==> config.mk <==
export PLATFORM = sky130hd
export DESIGN_NAME = wavetable_tone_with_envelope
export DESIGN_NICKNAME = d
export VERILOG_FILES = /design/src/hdl/wte_pkg.sv /design/src/hdl/wte_voice.sv /design/src/hdl/wte_scale.sv /design/src/hdl/wavetable_tone_with_envelope.sv
export SDC_FILE = /design/constraint.sdc
export NUM_CORES = 1
export LEC_CHECK = 0
export BUFFER_PORTS_ARGS = -buffer_cell sky130_fd_sc_hd__buf_2
export CAP_MARGIN = 20
export CORE_AREA = 2 2 204 206
export CTS_BUF_LIST = sky130_fd_sc_hd__clkbuf_4 sky130_fd_sc_hd__clkbuf_8
export DETAILED_ROUTE_END_ITERATION = 7
export DIE_AREA = 0 0 206 208
export GPL_TIMING_DRIVEN = 0
export SLEW_MARGIN = 40
export SYNTH_ARGS = -nofsm -noshare
export SYNTH_HDL_FRONTEND = slang
export SYNTH_SLANG_ARGS = --single-unit
==> constraint.sdc <==
create_clock -name aclk -period 6.2 [get_ports aclk]
set_input_delay 1.55 -clock aclk [delete_from_list [all_inputs] [get_ports aclk]]
set_output_delay 1.55 -clock aclk [all_outputs]
set_load 0.05 [all_outputs]
==> src/hdl/wte_pkg.sv <==
`timescale 1ns / 1ps

package wte_pkg;

    localparam int WAVE_LEN   = 16;
    localparam int INDEX_BITS = 4;
    localparam int VOL_BITS   = 17;
    localparam int STEP_BITS  = 16;
    localparam int DUR_BITS   = 24;
    localparam int SMP_BITS   = 8;

    localparam logic [VOL_BITS-1:0] VOL_FULL          = 17'h10000;
    localparam logic [VOL_BITS-1:0] ENV_STEP_RESET    = 17'd65;
    localparam logic [DUR_BITS-1:0] ENV_SAMPLES_RESET = 24'd1000;

    localparam logic CMD_TICK  = 1'b0;
    localparam logic CMD_START = 1'b1;

    typedef enum logic [1:0] {
        CFG_WAVE_LOW,
        CFG_WAVE_HIGH,
        CFG_ENV_STEP,
        CFG_ENV_SAMPLES
    } cfg_index_t;

    typedef struct packed {
        logic [63:0]          wave_low;
        logic [63:0]          wave_high;
        logic [VOL_BITS-1:0]  env_step;
        logic [DUR_BITS-1:0]  env_samples;
    } wte_cfg_t;

    // volume after the envelope update and the table entry it scales
    typedef struct packed {
        logic [VOL_BITS-1:0]  volume;
        logic [SMP_BITS-1:0]  entry;
    } wte_mix_t;

    function automatic logic [SMP_BITS-1:0] table_entry(
        input logic [63:0]           lo,
        input logic [63:0]           hi,
        input logic [INDEX_BITS-1:0] idx
    );
        logic [63:0] word;
        word = idx[INDEX_BITS-1] ? hi : lo;
        return word[{idx[INDEX_BITS-2:0], 3'b000} +: SMP_BITS];
    endfunction

endpackage

==> src/hdl/wte_voice.sv <==
`timescale 1ns / 1ps

module wte_voice #(
    parameter int PHASE_BITS = 16
) (
    input  logic                          aclk,
    input  logic                          aresetn,
    input  logic                          accept,
    input  logic                          command,
    input  logic [wte_pkg::STEP_BITS-1:0] phase_step,
    input  logic [wte_pkg::DUR_BITS-1:0]  duration_samples,
    input  wte_pkg::wte_cfg_t             cfg,
    input  logic                          drain,
    output logic                          mix_valid,
    output wte_pkg::wte_mix_t             mix
);

    localparam int SUM_BITS = (PHASE_BITS > wte_pkg::STEP_BITS) ?
                              PHASE_BITS : wte_pkg::STEP_BITS;

    logic [PHASE_BITS-1:0]          phase_reg, phase_next;
    logic [wte_pkg::VOL_BITS-1:0]   volume_reg, volume_next;
    logic [wte_pkg::DUR_BITS-1:0]   remaining_reg, remaining_next;
    logic [wte_pkg::STEP_BITS-1:0]  tone_step_reg;
    logic                           mix_valid_reg, mix_valid_next;
    wte_pkg::wte_mix_t              mix_reg, mix_next;

    logic [wte_pkg::VOL_BITS:0]     vol_sum;
    logic [SUM_BITS-1:0]            phase_sum;
    logic                           tick;

    assign tick = accept && (command == wte_pkg::CMD_TICK);

    always_comb begin
        vol_sum = {1'b0, volume_reg} + {1'b0, cfg.env_step};
        if (remaining_reg > cfg.env_samples) begin
            volume_next = (vol_sum > {1'b0, wte_pkg::VOL_FULL}) ?
                          wte_pkg::VOL_FULL : vol_sum[wte_pkg::VOL_BITS-1:0];
        end else begin
            volume_next = (volume_reg > cfg.env_step) ?
                          (volume_reg - cfg.env_step) : '0;
        end

        phase_sum  = SUM_BITS'(phase_reg) + SUM_BITS'(tone_step_reg);
        phase_next = phase_sum[PHASE_BITS-1:0];

        remaining_next = (remaining_reg != '0) ?
                         (remaining_reg - wte_pkg::DUR_BITS'(1)) : remaining_reg;

        mix_next.volume = volume_next;
        mix_next.entry  = wte_pkg::table_entry(cfg.wave_low, cfg.wave_high,
                              phase_reg[PHASE_BITS-1 -: wte_pkg::INDEX_BITS]);

        if (tick) begin
            mix_valid_next = 1'b1;
        end else if (drain) begin
            mix_valid_next = 1'b0;
        end else begin
            mix_valid_next = mix_valid_reg;
        end
    end

    always_ff @(posedge aclk) begin
        if (!aresetn) begin
            phase_reg     <= '0;
            volume_reg    <= '0;
            remaining_reg <= '0;
            tone_step_reg <= '0;
            mix_valid_reg <= 1'b0;
        end else begin
            mix_valid_reg <= mix_valid_next;
            if (accept && (command == wte_pkg::CMD_START)) begin
                // phase and volume carry over so a restart does not click
                tone_step_reg <= phase_step;
                remaining_reg <= duration_samples;
            end else if (tick) begin
                volume_reg    <= volume_next;
                phase_reg     <= phase_next;
                remaining_reg <= remaining_next;
            end
        end
    end

    always_ff @(posedge aclk) begin
        if (tick) begin
            mix_reg <= mix_next;
        end
    end

    assign mix_valid = mix_valid_reg;
    assign mix       = mix_reg;

endmodule

==> src/hdl/wte_scale.sv <==
`timescale 1ns / 1ps

module wte_scale (
    input  logic                         aclk,
    input  logic                         aresetn,
    input  logic                         mix_valid,
    input  wte_pkg::wte_mix_t            mix,
    output logic                         out_free,
    output logic                         m_valid,
    input  logic                         m_ready,
    output logic [wte_pkg::SMP_BITS-1:0] m_sample
);

    localparam int PROD_BITS = wte_pkg::VOL_BITS + wte_pkg::SMP_BITS;

    logic                         m_valid_reg;
    logic [wte_pkg::SMP_BITS-1:0] sample_reg, sample_next;
    logic [PROD_BITS-1:0]         product;
    logic                         load;

    assign out_free = !m_valid_reg || m_ready;
    assign load     = mix_valid && out_free;

    // full volume times 255 lands exactly on 255, so no clamp is needed
    always_comb begin
        product     = PROD_BITS'(mix.volume) * PROD_BITS'(mix.entry);
        sample_next = product[16 +: wte_pkg::SMP_BITS];
    end

    always_ff @(posedge aclk) begin
        if (!aresetn) begin
            m_valid_reg <= 1'b0;
        end else if (out_free) begin
            m_valid_reg <= mix_valid;
        end
    end

    always_ff @(posedge aclk) begin
        if (load) begin
            sample_reg <= sample_next;
        end
    end

    assign m_valid  = m_valid_reg;
    assign m_sample = sample_reg;

endmodule

==> src/hdl/wavetable_tone_with_envelope.sv <==
`timescale 1ns / 1ps

// Wavetable tone generator with a linear attack/release envelope. A start
// transfer (command 1) loads the phase step and the beep length; each tick
// transfer (command 0) yields one 8-bit sample, a start yields none. The block
// takes one transfer per cycle unless the input stalls. Behind the transfer of a
// tick, one register stage holds the updated volume and the chosen table
// entry, the next holds the scaled sample. The input stalls only when both
// stages are full and the output is not taken. Configuration writes are
// accepted at every cycle and belong only between beeps, while idle.
module wavetable_tone_with_envelope #(
    parameter int PHASE_BITS = 16
) (
    input  logic                          aclk,
    input  logic                          aresetn,

    input  logic                          s_valid,
    output logic                          s_ready,
    input  logic                          s_command,
    input  logic [wte_pkg::STEP_BITS-1:0] s_phase_step,
    input  logic [wte_pkg::DUR_BITS-1:0]  s_duration_samples,

    output logic                          m_valid,
    input  logic                          m_ready,
    output logic [wte_pkg::SMP_BITS-1:0]  m_sample,

    input  logic                          cfg_valid,
    output logic                          cfg_ready,
    input  logic [1:0]                    cfg_index,
    input  logic [63:0]                   cfg_data
);

    wte_pkg::wte_cfg_t cfg_reg;
    wte_pkg::wte_mix_t mix;
    logic              mix_valid;
    logic              out_free;
    logic              accept;

    assign cfg_ready = 1'b1;
    assign s_ready   = !mix_valid || out_free;
    assign accept    = s_valid && s_ready;

    always_ff @(posedge aclk) begin
        if (!aresetn) begin
            cfg_reg.wave_low    <= '0;
            cfg_reg.wave_high   <= '0;
            cfg_reg.env_step    <= wte_pkg::ENV_STEP_RESET;
            cfg_reg.env_samples <= wte_pkg::ENV_SAMPLES_RESET;
        end else if (cfg_valid && cfg_ready) begin
            case (wte_pkg::cfg_index_t'(cfg_index))
                wte_pkg::CFG_WAVE_LOW:    cfg_reg.wave_low  <= cfg_data;
                wte_pkg::CFG_WAVE_HIGH:   cfg_reg.wave_high <= cfg_data;
                wte_pkg::CFG_ENV_STEP:
                    cfg_reg.env_step <= cfg_data[wte_pkg::VOL_BITS-1:0];
                wte_pkg::CFG_ENV_SAMPLES:
                    cfg_reg.env_samples <= cfg_data[wte_pkg::DUR_BITS-1:0];
                default: ;
            endcase
        end
    end

    wte_voice #(
        .PHASE_BITS(PHASE_BITS)
    ) u_voice (
        .aclk             (aclk),
        .aresetn          (aresetn),
        .accept           (accept),
        .command          (s_command),
        .phase_step       (s_phase_step),
        .duration_samples (s_duration_samples),
        .cfg              (cfg_reg),
        .drain            (out_free),
        .mix_valid        (mix_valid),
        .mix              (mix)
    );

    wte_scale u_scale (
        .aclk      (aclk),
        .aresetn   (aresetn),
        .mix_valid (mix_valid),
        .mix       (mix),
        .out_free  (out_free),
        .m_valid   (m_valid),
        .m_ready   (m_ready),
        .m_sample  (m_sample)
    );

endmodule

Yosys cells after proc, flatten, opt, wreduce, memory -nomap -nowiden:

Cells that the tools add are included.

* flip-flop bits (word level): 277
* logic and storage cells: 55

* $add $sub $neg: 4
* multipliers: 1
* order comparisons: 3
* equal/unequal tests: 3
* shift-type cells: 1
* muxes and demuxes: 9
* bitwise operators: 2
* reduce and logical (&&, ||, !) cells: 19

Operator list (number)
* $mux W24: 3
* $mux W64: 1
* $shiftx A64 B7 Y8: 1
* $mux W17: 3
* $gt A24 B24 Y1: 1
* $mul A17 B8 Y24: 1
* $reduce_bool A24 Y1: 1
* $sub A24 B1 Y24 const B: 1
* $add A17 B17 Y18: 1
* $gt A18 B17 Y1 const B: 1
* $gt A17 B17 Y1: 1
* $sub A17 B17 Y17: 1
* $add A16 B16 Y16: 1
* $reduce_and A2 Y1: 6
* $reduce_bool A2 Y1: 3
* $eq A2 B2 Y1 const B: 2
* $logic_and A1 B1 Y1: 4
* $eq A2 B1 Y1 const B: 1
* $logic_not A1 Y1: 2
* $logic_not A2 Y1: 1
* $logic_or A1 B1 Y1: 2
* $mux W1: 2
* $not A1 Y1: 2

Depth between registers and ports, before layout:

* depth in word-level cells: 7
* mapped depth: 20
* depth with buffers taken out: 19

Modules after synthesis:

From an unflattened synthesis, not the netlist that was laid out.

* cells, all modules: 2116
* area total of the unflattened synthesis: 19182.1 um^2

Modules (own cells, without submodules)
* wte_voice: instances 1, cells an instance 1030, area an instance 8609.5 um^2
* wavetable_tone_with_envelope: instances 1, cells an instance 635, area an instance 6381.1 um^2
* wte_scale: instances 1, cells an instance 451, area an instance 4191.5 um^2

Least setup slack after synthesis:

No wires, ideal clock.

* path type: flip-flop to flip-flop
* start point: register u_voice.mix_reg, in the netlist u_voice.mix[2]
* end point: register u_scale.sample_reg, in the netlist u_scale.m_sample[5] (data pin)
* library setup time: 0.271 ns
* arrival time: 4.602 ns
* slack: 1.327 ns
* stages on the path, launching flop included: 19
* buffers on the path: 1
* cell sequence: edfxtp_1 clkbuf_1 and2_1 fa_1 fa_1 fa_1 inv_1 fa_1 inv_1 ha_1 and3_1 a221o_1 a21oi_1 o21ai_0 a211oi_1 nor2_1 and2_1 o21ai_0 a21oi_1

* cells in the longest elaborated chain, start to end: 1

Ends and longest elaborated chain
* from (decl): RTL line wte_voice.sv:26 `wte_pkg::wte_mix_t mix_reg, mix_next;`
* from (signal assigned): RTL line wte_voice.sv:86 `mix_reg <= mix_next;`
* $mul A17 B8 Y24: RTL line wte_scale.sv:26 `product = PROD_BITS'(mix.volume) * PROD_BITS'(mix.entry);`
* via u_scale.product[21]: RTL line wte_scale.sv:18 `logic [PROD_BITS-1:0] product;`
* to (signal assigned): RTL line wte_scale.sv:40 `sample_reg <= sample_next;`
* to (decl): RTL line wte_scale.sv:17 `logic [wte_pkg::SMP_BITS-1:0] sample_reg, sample_next;`

The timed path passes the listed nets, and every way through them passes these cells.
A chain may end at the register's enable or synchronous reset.

Final worst setup path:

* start point: register u_voice.mix_reg, in the netlist u_voice.mix[3]
* end point: register u_scale.sample_reg, in the netlist u_scale.m_sample[7] (data pin)

Same word-level chain as after synthesis.

==> impl_metrics.py <==
metrics = {
    "finish": {
        "seq_area_um2": 5880,
        "largest_reg_flops": 169,
        "multiInputGateArea_um2": 11500,
        "fill_cells": 3999,
        "layout_common_cells": "nand2_1, a21oi_1, dfxtp_1",
        "final_nets": 2695,
        "final_cell_area_um2": 20800,
        "drive_gt1_share_pct": 11.8,
        "layout_commonest_cell": "nand2_1",
        "layout.cells.non_filler": 2953,
        "area_growth_syn_to_layout_pct": 12.4,
    },
    "clocking": {
        "path_clk_slew_ps": 60,
        "cts_hold_buffers": 0,
        "clock_sink_count": 277,
        "cts_root_buf": "clkbuf_8",
        "tritoncts": "built",
        "cts-buffers-inserted": 49,
        "htree_num_levels": 2,
        "cts_max_path_buffers": 3,
        "postCtsSetupRepairBufs": 0,
        "clk_latency_ps": 660,
        "cts_resized": 0,
    },
    "timing": {
        "relSlewSlack_pct": 40.5,
        "tns_ps": 0,
        "drv_slew": 0,
        "hold_viol": 0,
        "fmax_mhz": 171,
        "setup_viol": 0,
        "min_period_ps": 5860,
        "fin_crit_sh_pct": 94.5,
        "worst_pin_slew_ps": 886,
        "fin_skew_ps": 58.8,
        "hold_ws_ps": 454,
        "setup_slack_ps": 343,
        "rsz0062_at_grt": "false",
    },
    "drt": {
        "routed_wirelength_um": 58200,
        "wire_per_inst_um": 19.7,
        "drtIter0Drc": 1117,
        "ant_nets": 0,
        "vias": 16500,
        "avgViaCountPerCell": 5.60,
        "drtPass1Iterations": 5,
        "drc": 0,
    },
    "hold_path": {
        "hold_class": "reg -> reg",
        "min_from": "cfg_reg[95]",
    },
    "critical_path": {
        "crit_path_cell_trace": "clkbuf_1 -> and2_1 -> fa_1 -> fa_1 -> fa_1 -> inv_1 -> fa_1 -> inv_1 -> ha_1 -> and3_1 -> a221o_1 -> a21oi_1 -> o21ai_0 -> a211oi_1 -> o31ai_1 -> o21ai_0 -> a21oi_1 -> a31oi_1",
        "crit_slowest_cell": "edfxtp_1",
        "crit_type": "reg -> reg",
        "worst-path-buf-inv": 3,
        "crit_path_frequent_cell": "fa_1",
        "slowest_delay_ps": 570,
        "crit_fanout": 10,
        "cp_top_family": "adder cells",
        "crit_arrival_ps": 6350,
        "cp-startpoint": "u_voice.mix[3]",
        "cp-end-kind": "register",
        "r2r-start": "u_voice.mix[3]",
        "cp.required_ps": 6690,
        "start_kind": "register",
    },
    "global_route": {
        "antenna_found_initial": 3,
        "busiest_layer": "met2",
        "grt_max_degree": 35,
        "grt_pass1_wl_um": 91100,
        "globalRouteTotalUtil_pct": 27.4,
        "overflow": 0,
        "use_met3_pct": 3.68,
        "met2_usage_pct": 46.3,
        "grt_pass1_vias": 16400,
        "use_met1_pct": 36.0,
    },
    "placement": {
        "port_buffers": 119,
        "gp_congestion": 0.936,
        "place_area_um2": 19800,
        "placedCellCount": 2858,
        "place_ws_ps": 427,
        "dp_hpwl_um": 44900,
    },
    "logic_synthesis": {
        "yosysTopAreaCellShare_pct": 26.4,
        "synthArstFlopShare_pct": 0,
        "ys_warn_count": 0,
        "synth_area_um2": 18500,
        "synth_area_leaders": "dfxtp_1, fa_1, nand2_1",
        "synth-seq-area-share_pct": 31.7,
        "avgSynthCellArea_um2": 8.39,
        "ys_seq_elements": 277,
        "synth_edf_count": 33,
        "synthCells": 2207,
        "synth.distinct_cells": 89,
        "synth_nets": 2524,
        "synth_area_leader_cell": "dfxtp_1",
        "ys.flop_type": "dfxtp_1",
    },
    "floorplan": {
        "die_h_um": 208,
        "die_area_um2": 42800,
        "initial_core_util_pct": 45.6,
        "io_pins": 123,
        "core_area_um2": 40600,
        "num_rows": 74,
        "die_x_um": 206,
    },
    "power_and_ir_drop": {
        "power_leakage_uw": 0.00859,
        "ir_drop_uv": 203,
        "power_density_nw_per_um2": 324,
    },
    "flow_run": {
        "maxCapViolations": 0,
    },
    "run_status": {
        "status": "completed",
    },
}
==> cell type report <==
type	instances	area share (%)
flip-flops and latches	277	28.2
plain buffers	126	2.44
inverters	180	3.25
repair buffers	120	2.92
well taps	532	3.20
multi-input cells	1624	55.1
diodes	4	0.0481
clock inverters	24	0.818
clock buffers	66	3.98
==> per-stage QoR <==
step	utilization (%)	total power (uW)
6_report	51.3	6740
3_5_place_dp	48.8	5010
2_1_floorplan	-	4220
4_1_cts	51.2	6790
3_3_place_gp	48.8	4960
5_1_grt	51.3	7270
==> tightest hold or removal path, cell delays in order, from the launching register on <==
cell and delay [ps]:
dfxtp_1 310, nand2_1 50, a21oi_1 50
==> cells in the mapped netlist (4+ instances only) <==
library cell,instances
a21o_1,14
ha_1,114
a221o_1,5
fa_1,91
nor4_1,12
mux2_2,6
mux4_2,40
o22ai_1,7
nor2_1,69
or2_2,5
a31oi_1,11
o21ai_1,4
buf_1,16
nand2b_1,12
a32oi_1,5
a211oi_1,15
a221oi_1,5
and3_1,16
xnor2_1,23
inv_1,179
o21ai_0,48
and2_1,108
nand4_1,9
o31a_1,8
nor2b_1,20
mux2i_1,4
nor3_1,33
dfxtp_1,244
a211o_1,5
clkbuf_1,99
o21bai_1,4
nand3_1,60
nor3b_1,4
nand2_1,473
buf_2,8
o32a_1,5
o21a_1,9
o211ai_1,14
o32ai_1,5
and4_1,5
a21oi_1,263
or3_1,16
o31ai_1,14
edfxtp_1,33
==> per-layer routing <==
metal  wire length [um]  up-vias
li1                   -     7924
met1              25300     7978
met2              27900      526
met3               3430       95
met4               1600        0
met5                  0        -
==> kinds of logic (layout without fill, tap and decap cells) <==
logic type | after synthesis | count (layout) | share of synthesized area (%)
flip-flops | 277 | 277 | 31.7
buffers and inverters | 306 | 516 | 6.34
AND/OR/NAND/NOR | 854 | 854 | 21.2
XOR/XNOR | 25 | 25 | 1.18
multiplexers | 50 | 50 | 5.45
other | 1 | 5 | 0.0203
adder cells (fa/ha/maj) | 205 | 205 | 17.5
AO/OA/AOI/OAI | 489 | 489 | 16.5
==> worst paths after layout <==
| check | end | slack, ps | depth (start not counted) |
|---|---|---|---|
| worst min-delay path | cfg_reg[95] | 450 | 2 |
| worst max register to register | u_scale.m_sample[7] | 340 | 18 |
| worst max-delay path | u_scale.m_sample[7] | 340 | 18 |
| worst min register to register | cfg_reg[95] | 450 | 2 |
==> where the power goes <==
part / switching, uW / leakage (uW) / internal, uW / total (uW)
sequential: 130 / 0.00230 / 2010 / 2140
clock: 835 / 0.000534 / 924 / 1760
combinational: 1700 / 0.00576 / 1130 / 2840
total: 2670 / 0.00859 / 4070 / 6740
(Power assumes the default switching activity.)
